## src/text_message_segment_deframer_unit_assert.svh

```systemverilog
// Assertion macros used by the deframer controller.
`ifndef TEXT_MESSAGE_SEGMENT_DEFRAMER_UNIT_ASSERT_SVH
`define TEXT_MESSAGE_SEGMENT_DEFRAMER_UNIT_ASSERT_SVH

// Same-cycle implication, checked on every rising clock edge outside reset.
`define TMSD_ASSERT_SAME(label, ante, cons) \
   label: assert property (@(posedge clock) disable iff (reset) (ante) |-> (cons)) \
      else $error("tmsd same-cycle check failed");

// Next-cycle implication, checked on every rising clock edge outside reset.
`define TMSD_ASSERT_NEXT(label, ante, cons) \
   label: assert property (@(posedge clock) disable iff (reset) (ante) |=> (cons)) \
      else $error("tmsd next-cycle check failed");

`endif

```

## src/tmsd_pkg.sv

```systemverilog
// Shared constants and controller/datapath interface types of the deframer.
`default_nettype none
package tmsd_pkg;

   localparam int WORD_WIDTH = 32;
   localparam int BYTE_WIDTH = 8;
   localparam int USER_WIDTH = 3;
   localparam int LEN_WIDTH = 5;
   localparam int BODY_DEPTH = 16;
   localparam int BODY_IDX_WIDTH = $clog2(BODY_DEPTH);
   localparam int CRC_WIDTH = 16;
   localparam logic [CRC_WIDTH-1:0] CRC_INIT = 16'hFFFF;
   localparam logic [CRC_WIDTH-1:0] CRC_POLY = 16'h1021;

   // Commands from the controller to the datapath.
   typedef struct packed {
      logic load_header;
      logic load_word;
      logic step_byte;
      logic out_clear;
      logic out_next;
   } ctl_cmd_type;

   // Status from the datapath to the controller.
   typedef struct packed {
      logic sync_word;
      logic seg_done;
      logic crc_ok;
      logic out_last;
   } dp_status_type;

endpackage
`default_nettype wire

```

## src/text_message_segment_deframer_unit.sv

```systemverilog
// Top level of the text message segment deframer.
//
//   channel  dir  payload                                       accepted when
//   req      in   tdata[31:0] word, earliest byte in [31:24]    req_tvalid & req_tready
//   rsp      out  tdata[7:0] text_byte, tuser[2:0], tlast       rsp_tvalid & rsp_tready
//
// A word is taken; a header or body word then steps through the byte-serial CRC
// unit one byte at a time, up to four bytes, before the next word is taken.
// A passing segment then delivers one body beat per cycle, 1 to 16 beats, while no
// input is taken. A rsp stall holds the current beat. Reset returns to sync search.
`default_nettype none
module text_message_segment_deframer_unit (
   input  wire                                  clock,
   input  wire                                  reset,
   input  wire                                  req_tvalid,
   output logic                                 req_tready,
   input  wire [tmsd_pkg::WORD_WIDTH-1:0]       req_tdata,  // [31:0] word
   output logic                                 rsp_tvalid,
   input  wire                                  rsp_tready,
   output logic [tmsd_pkg::BYTE_WIDTH-1:0]      rsp_tdata,  // [7:0] text_byte
   // [0] first_segment, [1] last_segment, [2] is_command
   output logic [tmsd_pkg::USER_WIDTH-1:0]      rsp_tuser,
   output logic                                 rsp_tlast   // end_of_run
);
   import tmsd_pkg::*;

   ctl_cmd_type   cmd;
   dp_status_type status;

   tmsd_ctrl u_ctrl (
      .clock      (clock),
      .reset      (reset),
      .req_tvalid (req_tvalid),
      .req_tready (req_tready),
      .rsp_tvalid (rsp_tvalid),
      .rsp_tready (rsp_tready),
      .status     (status),
      .cmd        (cmd)
   );

   tmsd_datapath u_datapath (
      .clock      (clock),
      .cmd        (cmd),
      .status     (status),
      .req_tdata  (req_tdata),
      .rsp_tdata  (rsp_tdata),
      .rsp_tuser  (rsp_tuser),
      .rsp_tlast  (rsp_tlast)
   );

endmodule
`default_nettype wire

```

## src/tmsd_datapath.sv

```systemverilog
// Datapath of the deframer: byte shifter, running CRC, body store and output select.
`default_nettype none
module tmsd_datapath (
   input  wire                                  clock,
   input  wire tmsd_pkg::ctl_cmd_type           cmd,
   output tmsd_pkg::dp_status_type              status,
   input  wire [tmsd_pkg::WORD_WIDTH-1:0]       req_tdata,
   output logic [tmsd_pkg::BYTE_WIDTH-1:0]      rsp_tdata,
   output logic [tmsd_pkg::USER_WIDTH-1:0]      rsp_tuser,
   output logic                                 rsp_tlast
);
   import tmsd_pkg::*;

   logic [WORD_WIDTH-1:0]     word_ff, word_in;
   logic [CRC_WIDTH-1:0]      crc_ff, crc_in;
   logic [LEN_WIDTH-1:0]      held_ff, held_in;
   logic [LEN_WIDTH-1:0]      body_len_ff, body_len_in;
   logic [USER_WIDTH-1:0]     flags_ff, flags_in;
   logic [BODY_IDX_WIDTH-1:0] out_idx_ff, out_idx_in;
   logic [BYTE_WIDTH-1:0]     body_ff [BODY_DEPTH];

   logic [LEN_WIDTH-1:0]      need;
   logic [LEN_WIDTH-1:0]      held_plus2;
   logic [LEN_WIDTH-1:0]      body_len_m1;
   logic [LEN_WIDTH-1:0]      body_pos;
   logic [BYTE_WIDTH-1:0]     cur_byte;
   logic [BYTE_WIDTH-1:0]     crc_byte_val;
   logic [CRC_WIDTH-1:0]      crc_next;
   logic                      body_write;

   // MSB-first CRC update over one byte.
   function automatic logic [CRC_WIDTH-1:0] crc_byte(input logic [CRC_WIDTH-1:0] r,
                                                     input logic [BYTE_WIDTH-1:0] b);
      logic [CRC_WIDTH-1:0] c;
      logic fb;
      c = r;
      for (int k = BYTE_WIDTH - 1; k >= 0; k--) begin
         fb = c[CRC_WIDTH-1] ^ b[k];
         c = {c[CRC_WIDTH-2:0], 1'b0};
         if (fb) begin
            c = c ^ CRC_POLY;
         end
      end
      return c;
   endfunction

   always_comb begin
      need = body_len_ff + LEN_WIDTH'(4);
      held_plus2 = held_ff + LEN_WIDTH'(2);
      body_len_m1 = body_len_ff - LEN_WIDTH'(1);
      body_pos = held_ff - LEN_WIDTH'(2);
      cur_byte = word_ff[WORD_WIDTH-1 -: BYTE_WIDTH];
      // The two check bytes at the end of the segment enter the CRC inverted.
      crc_byte_val = (held_plus2 >= need) ? ~cur_byte : cur_byte;
      crc_next = crc_byte(crc_ff, crc_byte_val);
      body_write = cmd.step_byte && (held_ff >= LEN_WIDTH'(2)) && (held_plus2 < need);

      status.sync_word = &req_tdata;
      status.seg_done = (held_ff + LEN_WIDTH'(1)) == need;
      status.crc_ok = (crc_next == '0);
      status.out_last = (out_idx_ff == body_len_m1[BODY_IDX_WIDTH-1:0]);

      word_in = word_ff;
      crc_in = crc_ff;
      held_in = held_ff;
      body_len_in = body_len_ff;
      flags_in = flags_ff;
      out_idx_in = out_idx_ff;

      if (cmd.load_header) begin
         word_in = req_tdata;
         crc_in = CRC_INIT;
         held_in = '0;
         // Header byte: bit 6 first, bit 5 last, bit 4 command, low nibble length.
         body_len_in = req_tdata[28] ? LEN_WIDTH'(BODY_DEPTH)
                                     : {1'b0, req_tdata[27:24]} + LEN_WIDTH'(1);
         flags_in = {req_tdata[28], req_tdata[29], req_tdata[30]};
      end else if (cmd.load_word) begin
         word_in = req_tdata;
      end else if (cmd.step_byte) begin
         word_in = {word_ff[WORD_WIDTH-BYTE_WIDTH-1:0], {BYTE_WIDTH{1'b0}}};
         crc_in = crc_next;
         held_in = held_ff + LEN_WIDTH'(1);
      end

      if (cmd.out_clear) begin
         out_idx_in = '0;
      end else if (cmd.out_next) begin
         out_idx_in = out_idx_ff + BODY_IDX_WIDTH'(1);
      end
   end

   always_ff @(posedge clock) begin
      word_ff <= word_in;
      crc_ff <= crc_in;
      held_ff <= held_in;
      body_len_ff <= body_len_in;
      flags_ff <= flags_in;
      out_idx_ff <= out_idx_in;
      if (body_write) begin
         body_ff[body_pos[BODY_IDX_WIDTH-1:0]] <= cur_byte;
      end
   end

   assign rsp_tdata = body_ff[out_idx_ff];
   assign rsp_tuser = flags_ff;
   assign rsp_tlast = status.out_last;

endmodule
`default_nettype wire

```

## src/tmsd_ctrl.sv

```systemverilog
// Controller of the deframer: sync/header/body phase and byte, check and emit sequencing.
`default_nettype none
`include "text_message_segment_deframer_unit_assert.svh"
module tmsd_ctrl (
   input  wire                        clock,
   input  wire                        reset,
   input  wire                        req_tvalid,
   output logic                       req_tready,
   output logic                       rsp_tvalid,
   input  wire                        rsp_tready,
   input  wire tmsd_pkg::dp_status_type status,
   output tmsd_pkg::ctl_cmd_type      cmd
);
   import tmsd_pkg::*;

   typedef enum logic [1:0] {ST_IN, ST_BYTE, ST_EMIT} state_type;
   typedef enum logic [1:0] {PH_IDLE, PH_HEADER, PH_BODY} phase_type;

   state_type  state_ff, state_in;
   phase_type  phase_ff, phase_in;
   logic [1:0] byte_cnt_ff, byte_cnt_in;

   always_comb begin
      state_in = state_ff;
      phase_in = phase_ff;
      byte_cnt_in = byte_cnt_ff;
      cmd = '0;
      case (state_ff)
         ST_IN: begin
            if (req_tvalid) begin
               byte_cnt_in = '0;
               case (phase_ff)
                  PH_IDLE: begin
                     if (status.sync_word) begin
                        phase_in = PH_HEADER;
                     end
                  end
                  PH_HEADER: begin
                     cmd.load_header = 1'b1;
                     phase_in = PH_BODY;
                     state_in = ST_BYTE;
                  end
                  PH_BODY: begin
                     cmd.load_word = 1'b1;
                     state_in = ST_BYTE;
                  end
                  default: begin
                     phase_in = PH_IDLE;
                  end
               endcase
            end
         end
         ST_BYTE: begin
            cmd.step_byte = 1'b1;
            byte_cnt_in = byte_cnt_ff + 2'd1;
            if (status.seg_done) begin
               // Remaining bytes of this word are dropped; the next word is checked for sync.
               phase_in = PH_IDLE;
               cmd.out_clear = 1'b1;
               state_in = status.crc_ok ? ST_EMIT : ST_IN;
            end else if (byte_cnt_ff == 2'd3) begin
               state_in = ST_IN;
            end
         end
         ST_EMIT: begin
            if (rsp_tready) begin
               cmd.out_next = 1'b1;
               if (status.out_last) begin
                  state_in = ST_IN;
               end
            end
         end
         default: begin
            state_in = ST_IN;
         end
      endcase
   end

   always_ff @(posedge clock) begin
      if (reset) begin
         state_ff <= ST_IN;
         phase_ff <= PH_IDLE;
         byte_cnt_ff <= '0;
      end else begin
         state_ff <= state_in;
         phase_ff <= phase_in;
         byte_cnt_ff <= byte_cnt_in;
      end
   end

   assign req_tready = (state_ff == ST_IN);
   assign rsp_tvalid = (state_ff == ST_EMIT);

   `TMSD_ASSERT_SAME(a_no_overlap, req_tready, !rsp_tvalid)
   `TMSD_ASSERT_NEXT(a_pass_emits, (state_ff == ST_BYTE) && status.seg_done && status.crc_ok,
                     rsp_tvalid)
   `TMSD_ASSERT_NEXT(a_fail_drops, (state_ff == ST_BYTE) && status.seg_done && !status.crc_ok,
                     req_tready && (phase_ff == PH_IDLE))
   `TMSD_ASSERT_NEXT(a_last_beat_frees, rsp_tvalid && rsp_tready && status.out_last,
                     req_tready)

endmodule
`default_nettype wire

```

## config.mk

```make
export PLATFORM = sky130hd
export DESIGN_NAME = text_message_segment_deframer_unit
export DESIGN_NICKNAME = d
export VERILOG_FILES = /design/src/tmsd_pkg.sv /design/src/text_message_segment_deframer_unit.sv /design/src/tmsd_datapath.sv /design/src/tmsd_ctrl.sv
export VERILOG_INCLUDE_DIRS = /design/src /design/src/src
export SDC_FILE = /design/constraint.sdc
export NUM_CORES = 1
export LEC_CHECK = 0
export ABC_AREA = 1
export CAP_MARGIN = 0
export CORE_ASPECT_RATIO = 0.75
export CORE_MARGIN = 1.5
export CORE_UTILIZATION = 45
export CTS_CLUSTER_SIZE = 28
export DETAILED_ROUTE_END_ITERATION = 12
export DONT_BUFFER_PORTS = 1
export MAX_ROUTING_LAYER = met4
export PLACE_DENSITY = 0.57
export SYNTH_ARGS = -nofsm -noshare
export SYNTH_HDL_FRONTEND = slang
export SYNTH_SLANG_ARGS = --single-unit
```

## constraint.sdc

```tcl
create_clock -name clock -period 9.15 [get_ports clock]
set_clock_uncertainty 0.2 [all_clocks]
set_input_delay 1.3725 -clock clock [delete_from_list [all_inputs] [get_ports clock]]
set_output_delay 1.3725 -clock clock [all_outputs]
set_load 0.05 [all_outputs]
```

==> impl_metrics.json <==
{
  "p_leak_uw": 0.00406,
  "cts-buffers-inserted": 21,
  "numClockSinks": 203,
  "wirelength_mm": 20.9,
  "post-route-period-util": 0.470,
  "path_max_fanout": 33,
  "dp_hpwl_mm": 14.0,
  "cts_buffer_depth": 3,
  "areaGrowthSynthToFinish_pct": 9.82,
  "rsz0062_at_grt": "no",
  "synth_nets": 932,
  "cp.required_ns": 7.58,
  "tightest_slew_ns": 1.09,
  "coreArea_um2": 20300,
  "cts-resized-gates": 0,
  "num_vias": 6141,
  "grtUsageTotal": 0.206,
  "ioPinCount": 50,
  "drt_first_pass_iters": 5,
  "fmax_mhz": 232,
  "hold_buffers": 0,
  "insertion_delay_ns": 0.51,
  "place_congestion": 0.862,
  "h-tree-depth": 1,
  "finalMaxSlewViolations": 0,
  "dpl_cell_area_um2": 9550,
  "io_buffers": 0,
  "synth_top_area_frac": 0.541,
  "drtIter0Drc": 503,
  "nets": 928,
  "grt_pass1_vias": 5980,
  "final.setup.tns_ns": 0,
  "grt_pass1_wl_mm": 33.5,
  "peakVddDrop_uv": 120,
  "clk_pin_slew_ns": 0.07,
  "yosysWarnings": 0,
  "relSlewSlack": 0.273,
  "yosysUniqueCellTypes": 35,
  "start_util": 0.460,
  "antenna_found_initial": 0,
  "grt_start_max_net_pins": 97,
  "path_cells": "buf_4 -> inv_1 -> o21ai_0 -> o211ai_1 -> nand2_1",
  "fp-row-count": 45,
  "stdcell_area_um2": 10200,
  "drive_gt1_frac": 0.0923,
  "antennaDiodeCount": 0,
  "maxCapViolCount": 0,
  "die-area_um2": 21600,
  "avgSynthCellArea_um2": 10.6,
  "drc": 0,
  "yosysSeqAreaShare": 0.616,
  "hold_viol_final": 0,
  "cts_tree": "yes",
  "cp-end-kind": "output pin",
  "synthTopCellsByArea": "edfxtp_1, dfxtp_1, nand2_1",
  "syn-instance-count": 877,
  "ant_nets": 0,
  "setup_viol": 0,
  "cp.arrival_ns": 2.73,
  "yosysTopAreaCell": "edfxtp_1",
  "min_period_ns": 4.30,
  "path_class": "register to output pin",
  "cts-root-buf": "clkbuf_16",
  "syn_area_um2": 9330,
  "status": "finished clean",
  "postCtsSetupRepairBufs": 0,
  "ys_seq_elements": 203,
  "hp-class": "register to register",
  "powerDensity_nw_per_um2": 244,
  "cp-start-kind": "register",
  "viasPerCell": 5.36,
  "max_stage_delay_ns": 0.78,
  "die_w_um": 169,
  "cp_top_family": "buffers and inverters",
  "critPathBufInv": 2,
  "die_h_um": 128,
  "wl_per_cell_um": 18.3,
  "crit_slowest_cell": "inv_1",
  "gr-total-overflow": 0
}
power by group:
group	switching [uW]	leakage, uW	internal, uW
combinational	346	0.00191	184
sequential	70.2	0.00180	1040
clock	355	0.000349	505
total	771	0.00406	1730
synthesized netlist by cell type (all sizes together):
cell type	n
nand2	177
edfxtp	168
inv	125
o21ai	60
a21oi	48
o211ai	48
nor2	47
nand3	38
dfxtp	35
mux2i	32
ha	19
buf	17
clkbuf	16
mux2	14
nand4	12
xnor2	6
nor3	4
xor2	4
nor4	2
a2111oi	1
a221o	1
nand3b	1
o211a	1
or2	1
final timing paths:
path | startpoint | end | slack, ns | cells past startpoint
max reg2reg | u_datapath.body_len_ff[2] | u_datapath.body_ff[2][6] | 5.49 | 10
min | u_ctrl.byte_cnt_ff[0] | u_ctrl.byte_cnt_ff[0] | 0.28 | 1
min reg2reg | u_ctrl.byte_cnt_ff[0] | u_ctrl.byte_cnt_ff[0] | 0.28 | 1
max | register | rsp_tdata[3] | 4.85 | 5
cell type report:
cell class | instances | area, um^2
clock buffer | 26 | 574
clock inverter | 12 | 120
fill | 1826 | 10000
inverter | 125 | 469
multi-input combinational | 516 | 2960
sequential | 203 | 5750
tap | 258 | 323
timing repair buffer | 6 | 45.0
per-stage QoR:
step / setup WS [ns] / util / instances / hold slack [ns] / total power, uW
6_report: 4.85 / 0.505 / 1146 / 0.280 / 2500
3_5_place_dp: 5.36 / 0.471 / 1108 / 0.269 / 1650
5_1_grt: 4.67 / 0.505 / 1146 / 0.297 / 2640
2_1_floorplan: 5.98 / - / 877 / 0.228 / 1540
4_1_cts: 4.83 / 0.505 / 1146 / 0.283 / 2510
3_3_place_gp: 5.37 / 0.471 / 1108 / 0.245 / 1650
state kept, by name (all words and copies together) (netlist names), 3 cells and up, named ones only:
register	cells
u_datapath.body_ff	128
u_datapath.word_ff	32
u_datapath.crc_ff	16
u_datapath.body_len_ff	5
u_datapath.held_ff	5
u_datapath.out_idx_ff	4
u_datapath.rsp_tuser	3
logic make-up (layout without fill, tap and decap cells):
group / count (synthesis) / after routing / synth area share
mux: 46 / 46 / 0.0512
simple gates: 282 / 282 / 0.129
buf+inv: 158 / 169 / 0.0664
compound gates: 159 / 159 / 0.101
flops: 203 / 203 / 0.616
fa+ha+maj: 19 / 19 / 0.0255
xor+xnor: 10 / 10 / 0.0102
per-layer routing:
metal	GRT usage	up-vias	share of wire
met3	0.0395	26	0.066
met4	0.0401	0	0.015
li1	-	3016	-
met1	0.300	2911	0.48
met2	0.302	188	0.44
met5	-	-	0
cell usage in the layout (no fill, tap or decap), types with 2 or more instances in the layout:
| cell | netlist | layout |
|---|---|---|
| nor2_1 | 42 | 42 |
| inv_2 | 6 | 6 |
| dfxtp_1 | 35 | 34 |
| o21ai_0 | 60 | 60 |
| inv_6 | 0 | 2 |
| buf_4 | 3 | 6 |
| nor3_1 | 3 | 3 |
| nor2_2 | 5 | 5 |
| xnor2_1 | 5 | 5 |
| clkbuf_8 | 0 | 3 |
| o211ai_1 | 48 | 48 |
| a21oi_1 | 46 | 46 |
| clkbuf_16 | 0 | 21 |
| clkinv_2 | 0 | 6 |
| mux2_2 | 14 | 14 |
| nand4_1 | 12 | 12 |
| mux2i_1 | 32 | 32 |
| nor4_1 | 2 | 2 |
| inv_1 | 119 | 119 |
| bufinv_16 | 0 | 2 |
| nand3_1 | 36 | 36 |
| ha_1 | 19 | 19 |
| edfxtp_1 | 168 | 168 |
| xor2_1 | 4 | 4 |
| nand2_1 | 169 | 169 |
| nand2_2 | 8 | 8 |
| clkbuf_1 | 16 | 2 |
(Power assumes the default switching activity.)
